--- config.mk ---
export PLATFORM = sky130hd
export DESIGN_NAME = mep_ctrl
export DESIGN_NICKNAME = d
export VERILOG_FILES = /design/src/hw/rtl/mep_pkg.sv /design/src/hw/rtl/mep_ctrl.sv
export SDC_FILE = /design/constraint.sdc
export NUM_CORES = 1
export LEC_CHECK = 0
export BUFFER_PORTS_ARGS = -buffer_cell sky130_fd_sc_hd__buf_2
export CAP_MARGIN = 20
export CORE_AREA = 4 4 41 43
export CTS_CLUSTER_DIAMETER = 80
export CTS_CLUSTER_SIZE = 40
export DETAILED_ROUTE_END_ITERATION = 8
export DIE_AREA = 0 0 45 47
export PLACE_DENSITY = 0.43
export REMOVE_ABC_BUFFERS = 1
export SYNTH_ARGS = -nofsm -noshare
export SYNTH_HDL_FRONTEND = slang
export SYNTH_SLANG_ARGS = --single-unit
--- constraint.sdc ---
create_clock -name clk_i -period 3.6 [get_ports clk_i]
set_clock_uncertainty 0.05 [all_clocks]
set_input_delay 0.18 -clock clk_i [delete_from_list [all_inputs] [get_ports clk_i]]
set_output_delay 0.18 -clock clk_i [all_outputs]
set_load 0.01 [all_outputs]
--- src/hw/rtl/mep_pkg.sv ---
// Shared types and constants for the Mandelbrot escape-time pixel unit.
package mep_pkg;

  localparam int FRAC_BITS = 28;
  localparam int Z_W       = 33;                   // z and c components, signed Q5.28
  localparam int SQ_W      = 2 * Z_W - FRAC_BITS;  // squared terms after the shift
  localparam int FOUR_Q    = 1 << 30;              // 4.0 in Q4.28
  localparam int ADDR_W    = 26;
  localparam int STEP_W    = 31;
  localparam int LIMIT_W   = 16;
  localparam int STRIDE_W  = 13;
  localparam int CFG_IDX_W = 3;

  localparam logic MODE_TABLE  = 1'b0;
  localparam logic MODE_RENDER = 1'b1;

  localparam logic signed [31:0]      RST_LEFT_REAL  = -32'sd536870912;
  localparam logic signed [31:0]      RST_TOP_IMAG   = 32'sd402653184;
  localparam logic [STEP_W-1:0]       RST_STEP_SIZE  = 31'd786432;
  localparam logic [LIMIT_W-1:0]      RST_ITER_LIMIT = 16'd255;
  localparam logic [STRIDE_W-1:0]     RST_ROW_STRIDE = 13'd1024;

  typedef enum logic [CFG_IDX_W-1:0] {
    CFG_LEFT_REAL  = 3'd0,
    CFG_TOP_IMAG   = 3'd1,
    CFG_STEP_SIZE  = 3'd2,
    CFG_ITER_LIMIT = 3'd3,
    CFG_ROW_STRIDE = 3'd4
  } cfg_reg_e;

  typedef enum logic [2:0] {
    ST_IDLE,
    ST_SETUP_MUL,
    ST_SETUP_C,
    ST_RUN,
    ST_LOOKUP,
    ST_RESULT
  } ctrl_state_e;

  typedef struct packed {
    logic signed [31:0]   left_real;
    logic signed [31:0]   top_imag;
    logic [STEP_W-1:0]    step_size;
    logic [LIMIT_W-1:0]   iter_limit;
    logic [STRIDE_W-1:0]  row_stride;
  } mep_cfg_t;

  typedef struct packed {
    logic load_coord;  // capture pixel coordinates
    logic table_wr;    // write one color table entry
    logic setup_mul;   // coordinate products
    logic setup_c;     // c, address, clear iteration state
    logic iterate;     // one z = z*z + c step
    logic lookup;      // color table read
    logic out_load;    // move result into output register
  } mep_cmd_t;

  typedef struct packed {
    logic iter_done;   // escaped or limit reached
  } mep_status_t;

endpackage

--- src/hw/rtl/mep_ctrl.sv ---
// Sequencing state machine for the Mandelbrot escape-time pixel unit.
module mep_ctrl
  import mep_pkg::*;
(
  input  logic        clk_i,
  input  logic        rst_ni,
  input  logic        in_valid_i,
  input  logic        mode_i,
  input  logic        out_free_i,
  input  mep_status_t status_i,
  output logic        in_stall_o,
  output mep_cmd_t    cmd_o
);

  ctrl_state_e state_q, state_d;

  always_ff @(posedge clk_i or negedge rst_ni) begin
    if (!rst_ni) begin
      state_q <= ST_IDLE;
    end else begin
      state_q <= state_d;
    end
  end

  always_comb begin
    state_d    = state_q;
    cmd_o      = '0;
    in_stall_o = 1'b1;
    unique case (state_q)
      ST_IDLE: begin
        in_stall_o = 1'b0;
        if (in_valid_i) begin
          if (mode_i == MODE_RENDER) begin
            cmd_o.load_coord = 1'b1;
            state_d          = ST_SETUP_MUL;
          end else begin
            cmd_o.table_wr = 1'b1;
          end
        end
      end
      ST_SETUP_MUL: begin
        cmd_o.setup_mul = 1'b1;
        state_d         = ST_SETUP_C;
      end
      ST_SETUP_C: begin
        cmd_o.setup_c = 1'b1;
        state_d       = ST_RUN;
      end
      ST_RUN: begin
        if (status_i.iter_done) begin
          state_d = ST_LOOKUP;
        end else begin
          cmd_o.iterate = 1'b1;
        end
      end
      ST_LOOKUP: begin
        cmd_o.lookup = 1'b1;
        state_d      = ST_RESULT;
      end
      ST_RESULT: begin
        if (out_free_i) begin
          cmd_o.out_load = 1'b1;
          state_d        = ST_IDLE;
        end
      end
      default: begin
        state_d = ST_IDLE;
      end
    endcase
  end

endmodule

# Word level (Yosys, flattened, before mapping)
# Cells that the tools add are included.
# Widths: inputs -> output; s select.
dict set report word_totals {
  input_bits 6
  word_cells 29
  output_inout_bits 8
  register_bits 3
}
dict set report classes {
  n_mux 17
  reduce_logical 2
  n_eq_ne 9
}
# operator count
set ops {}
lappend ops {{$pmux 3 s6} 1}
lappend ops {{$mux 3} 4}
lappend ops {{$mux 1} 10}
lappend ops {{$ne 2x2->1 const B} 4}
lappend ops {{$eq 3x2->1 const B} 2}
lappend ops {{$eq 3x3->1 const B} 2}
lappend ops {{$mux 2} 2}
lappend ops {{$reduce_and 4->1} 1}
lappend ops {{$eq 3x1->1 const B} 1}
lappend ops {{$logic_not 3->1} 1}

# Logic depth before layout (Yosys ltp)
# Gate-level depths: netlist (run 1).
dict set report logic_depth {
  depth_word 3
  depth_mapped 4
  mapped_depth_nobuf 3
}

# Least setup slack after synthesis (run 1)
# Ideal clock, no wire load.
dict set report synth_path {
  kind {flip-flop to flip-flop}
  start {register state_q[0]}
  end {register state_q[1]}
  stages_incl_launch_ff 4
  required_time_ns 3.419
  path_buffers 1
  synth_period_minus_slack_ns 1.190
  setup_time_ns 0.131
  t_arrival_ns 1.008
  setup_slack_ns 2.410
  cell_sequence {dfrtp_1 buf_6 and4bb_1 or3_1}
}
dict set report synth_between {
  elab_chain_len 3
}
# item line
set synth_rtl {}
lappend synth_rtl {{from (decl)} mep_ctrl.sv:15} ;# ctrl_state_e state_q, state_d;
lappend synth_rtl {{from (signal assigned)} mep_ctrl.sv:21} ;# state_q <= state_d;
lappend synth_rtl {{$eq 3x2->1, or another cell as far along} mep_ctrl.sv:29} ;# unique case (state_q)
lappend synth_rtl {{$ne 2x2->1 (no source line)} --}
lappend synth_rtl {{$reduce_and 4->1 (no source line)} --}
# Parallel ways exist; a longest one is shown, timed or not.
# A chain may end at the register's enable or synchronous reset.

==> results of run 1 <==
-- synthesized netlist by cell type, drive strengths merged --
library cell and number:
a21oi 3, nor2 3, a21o 1, nor3 1, nor3b 2, nand2b 2, and3 1, or3 1
a211oi 1, and4bb 1, buf 2, nand2 2, dfrtp 3, inv 2, a41o 1
-- power by group through the flow --
| stage | clock network (mW) | registers (mW) | logic, mW |
|---|---|---|---|
| 2_1_floorplan | 0 | 0.0778 | 0.0816 |
| 3_3_place_gp | 0 | 0.0874 | 0.124 |
| 3_5_place_dp | 0 | 0.0871 | 0.122 |
| 4_1_cts | 0.0620 | 0.0872 | 0.123 |
| 5_1_grt | 0.0641 | 0.0917 | 0.134 |
| 6_report | 0.0584 | 0.0884 | 0.121 |
-- metrics by stage --
step	std cells	hold slack [ns]	worst slack (ns)	cell area (um^2)
5_1_grt	57	0.207	1.93	319
4_1_cts	57	0.203	2.05	319
2_1_floorplan	24	-0.166	2.43	199
3_5_place_dp	52	-0.0729	2.31	283
6_report	57	0.208	2.05	319
3_3_place_gp	52	-0.0700	2.33	283
-- layer usage --
| metal | global-route usage | vias up |
|---|---|---|
| met3 | 0.0153 | 0 |
| met1 | 0.0822 | 108 |
| li1 | - | 124 |
| met2 | 0.0621 | 14 |
| met4 | 0.0702 | 0 |
| met5 | 0 | - |
-- critical path, stage by stage, from the launching register on --
cell and delay (ns):
dfrtp_1 0.47, nor3_1 0.31, and3_1 0.19, buf_2 0.12
-- worst min path at each step --
stage | start | cells after the start | endpoint
final | status_i | 2 | state_q[2]
after global routing | status_i | 2 | state_q[2]
after CTS | status_i | 2 | state_q[2]
after detailed placement | rst_ni | 1 | state_q[1]
after global placement | rst_ni | 1 | state_q[2]
after floorplan | rst_ni | 0 | state_q[0]
-- layout make-up --
cell class / count / area (um^2) / area share
Timing Repair Buffer: 14 / 75.1 / 0.235
Inverter: 2 / 7.51 / 0.0235
Sequential cell: 3 / 75.1 / 0.235
Tap cell: 15 / 18.8 / 0.0588
Multi-Input combinational cell: 19 / 116 / 0.365
Clock buffer: 4 / 26.3 / 0.0824
-- repair_timing --
action                    in CTS  in global routing
hold buffers                   1                  0
hold endpoints to repair       3                  0
buffers inserted               0                  0
-- kinds of logic after synthesis --
family | Yosys count | synth area share
simple gates | 13 | 0.351
compound gates | 6 | 0.184
buf+inv | 4 | 0.121
flops | 3 | 0.345
==> metrics, run 1 <==
Synth area leaders dfrtp_1 34%, a21oi_1 6.9%, nor3b_1 6.9%; total number of vias 246; Root Buffer clkbuf_4; GRT Total Usage 0.0585; P_sw 113 uW; Maximum Capacitance Violations 0; clock share of power 0.218; DR vias/cell 4.32; drt drc 0; largest reg by FF count state_q; Yosys warnings 0; Die H around 47 um; max reg flops 3; crit path max fanout 10; Detailed Route Iter0 Violations 0; most common cell after layout, fill and taps aside buf_2; PortBufs 13; clk slew on worst S/H paths ~0.040 ns; largest registers state_q (3); Die ar. approximately 2100 um^2; met3 WL post-DR 69 um; Crit Path Class flip-flop to output pin; Synth cell types 16; DR top layer met3; Data required, critical path 3.37 ns; Worst R2R Start state_q[0]; initial core utilization 0.167; vias in the first global route just over 200; H-tree levels 1; Final Wtd Congestion around 0.65; worst-margin pin slew roughly 0.28 ns; share of post-route cells with drive strength above 1 0.381; fin util 0.245; CP endpoint cmd_o[6]; Seq pwr share 0.330; Mean Syn Cell Area 8.37 um^2; Pins Over Slew Limit 0; clk sinks 3; post-synth top area cell dfrtp_1; R2R Setup Slk 2.38 ns; CTS Buf Count 3; Area growth, synth to finish 46.6%; PD cells 839 nW/um^2; Ant. Diodes 0; most frequent cells in the layout 13 x buf_2, 3 x nor2_1, 3 x a21oi_1, 3 x clkbuf_4, 3 x dfrtp_1; # setup viols final 0; largest net degree at the start of global routing 11; Post-DRT Antenna Nets 0; Worst setup SP type flip-flop; Yosys reg bits 3; Sw Ratio 0.423; CP Data Arrival Time between 1 and 1.5 ns; Core ar. 1300 um^2; crit end category output pin; combinational power share 0.452; wirelength, routed 578 um; total negative setup slack 0 ns; Hold WC Path Type primary input to flip-flop; met2 WL 209 um; top cell type's share of synthesized area 0.345; worst-skew pair later-pin latency 0.23 ns; Lkg Pwr 0.177 nW; status finished clean; Mapped Cells 26; Cell Rows 13; cell internal pwr 154 uW; # nets final 49; Synth Cell Area roughly 220 um^2; TritonCTS clock tree built; peak supply drop 0.305 mV; IO Count 14; Die X between 40 and 50 um; Rel. slew slack 0.810; Tot Pwr 268 uW; # resized after CTS 0; DRT Pass-1 Iters 1; global route overflow 0; R2R cell count 2; fin crit share 0.431; first-pass GRT wire length roughly 850 um; fillers 150; clk buf depth 2; initial antenna violation count 0; Crit. Startpoint state_q[0]; Seq/Total Area, Yosys 0.345; final hold violation count 0; met1 wire length ~300 um; RSZ-0062 raised after global routing no; FMAX 0.645 GHz; Tmin final 1.55 ns; drt wl/cell around 10 um; worst reg2reg endpoint state_q[1]
Note: power is estimated with default switching activity, not from simulation.
==> run 2: changes to the inputs <==
Settings changed: ABC_AREA set to 1, PLACE_DENSITY 0.43 to 0.47.
Clock period 3.6 ns to 1.4 ns, I/O delays scaled along.
==> metrics, run 2 <==
status finished clean; Die X approximately 45 um; worst-margin pin slew 0.216 ns; worst-skew pair later-pin latency 0.23 ns; drt drc 0; Sw Ratio 0.459; crit end category output pin; Design Area, Final roughly 380 um^2; Root Buffer clkbuf_4; H-tree levels 1; R2R Setup Slk 0.28 ns; DRT Pass-1 Iters 2; Post-DP HPWL 506 um; Seq pwr share 0.289; largest registers state_q (3); Post-synth ARST share 1.00; FMAX 0.782 GHz; CTS Buf Count 3; clk buf depth 2; Mapped Cells 36; Die ar. 2120 um^2; largest net degree at the start of global routing 9; Synth cell types 16; total negative setup slack 0 ns; most frequent cells in the layout 13 x buf_2, 6 x nor2_1, 5 x nand2_1; Data required, critical path approximately 1.3 ns; Synth Cell Area between 200 and 250 um^2; Post-DRT Antenna Nets 0; DR vias/cell 4.00; pre-CTS worst setup slack 0.288 ns; Hold Slack 0.119 ns; Yosys reg bits 3; Lkg Pwr roughly 0.22 nW; largest reg by FF count state_q; Worst setup SP type flip-flop; IO Count 14; P_sw 353 uW; combinational power share 0.517; Die H 47 um; Seq/Total Area, Yosys 0.303; post-synth top area cell dfrtp_1; share of post-route cells with drive strength above 1 0.556; Yosys warnings 0; clock share of power 0.194; Cell Rows 13; Area after DPL between 300 and 400 um^2; PnR worst setup slack 0.122 ns; fin util 0.289; total number of vias 276; drt wl/cell 9.03 um; Area growth, synth to finish 52.0%; R2R cell count 5; first-pass GRT wire length approximately 1100 um; Rel. slew slack 0.856; CP Data Arrival Time 1.16 ns; # setup viols final 0; worst reg2reg endpoint state_q[0]; Worst R2R Start state_q[0]; count leader, synth nor2_1; PortBufs 13; Detailed Route Iter0 Violations 1; # nets final slightly above 60; clk slew on worst S/H paths 0.04 ns; initial antenna violation count 0; crit path max fanout 5; EDFF count, synth 0; Ant. Diodes 0; Synth area leaders dfrtp_1 30%, nor2_1 11%, nand2_1 9.1%; PD cells 2040 nW/um^2; fin crit share 0.913; top cell type's share of synthesized area 0.303; initial core utilization 0.190; Crit Path Class flip-flop to output pin; final hold violation count 0; GRT Total Usage 0.0767; wirelength, routed 623 um; top post-synthesis cells by count 7 x nor2_1, 6 x nand2_1, 4 x inv_1; TritonCTS clock tree built; Post-synth top flop dfrtp_1; Tmin final 1.28 ns; Pins Over Slew Limit 0; Core ar. 1300 um^2; RSZ-0062 raised after global routing no; vias in the first global route between 200 and 300; clk sinks 3; Mean Syn Cell Area 6.88 um^2; most common cell after layout, fill and taps aside buf_2; global route overflow 0; Final Wtd Congestion around 0.73; cell internal pwr 416 uW; peak supply drop 0.599 mV; Maximum Capacitance Violations 0; Hold WC Path Type primary input to async pin; max reg flops 3
-- run 2: cell count changes in the layout (fill, tap and decap cells not counted), sizes merged, moves of 2 or more --
cell,change
nand3,+2
a21oi,-2
nand2b,-2
nand2,+6
inv,+4
nand4,+2
nor2,+5
-- run 2: critical path: stages, from the launching register on --
cell	delay [ns]
dfrtp_2	0.45
nor2_4	0.13
nand2_2	0.07
nor3b_2	0.14
buf_2	0.14
-- run 2: power groups by stage --
stage	combinational (mW)	clock (mW)	sequential, mW
finish	0.398	0.149	0.222
global route	0.458	0.172	0.227
CTS	0.369	0.159	0.200
detailed placement	0.364	0	0.201
global placement	0.368	0	0.200
floorplan	0.256	0	0.189
-- run 2: cell families after synthesis --
| group | count (synthesis) | synth area share |
|---|---|---|
| DFF | 3 | 0.303 |
| buffers and inverters | 8 | 0.157 |
| and+or+nand+nor | 23 | 0.485 |
| AOI/OAI and AO/OA | 2 | 0.0555 |
-- run 2: metal layers --
layer  routed length [um]  GRT usage
met4                    0     0.0351
met1                  267     0.0890
met5                    0          0
met3                   40     0.0498
met2                  316      0.110
-- run 2: worst max-delay path by stage --
stage / start / end / slack, ns / depth (start not counted)
after floorplan: state_q[0] / cmd_o[5] / 0.33 / 3
after global placement: state_q[0] / cmd_o[5] / 0.31 / 4
after detailed placement: state_q[0] / cmd_o[5] / 0.29 / 4
after CTS: state_q[0] / cmd_o[5] / 0.03 / 4
after global routing: state_q[2] / cmd_o[5] / 0.02 / 4
final: state_q[1] / cmd_o[5] / 0.12 / 4
-- run 2: area by class of cell --
type                    count  area (um^2)
fillers                   159          925
repair buffers             15         82.6
clock buffers               4         26.3
inverters                   7         27.5
well taps                  15         18.8
multi-input cells          25          144
flip-flops and latches      3         77.6
-- run 2: repair_timing --
item / 4_1_cts / 5_1_grt
resized for setup: 0 / 5
hold endpoints to repair: 3 / 0
hold buffers: 1 / 0
buffers inserted: 0 / 1
endpoints found under the setup margin: 0 / 2
-- run 2: through the flow --
stage / cells / power (mW)
after floorplan: 35 / 0.445
after global placement: 63 / 0.568
after detailed placement: 63 / 0.565
after CTS: 68 / 0.729
after global routing: 69 / 0.856
final: 69 / 0.769
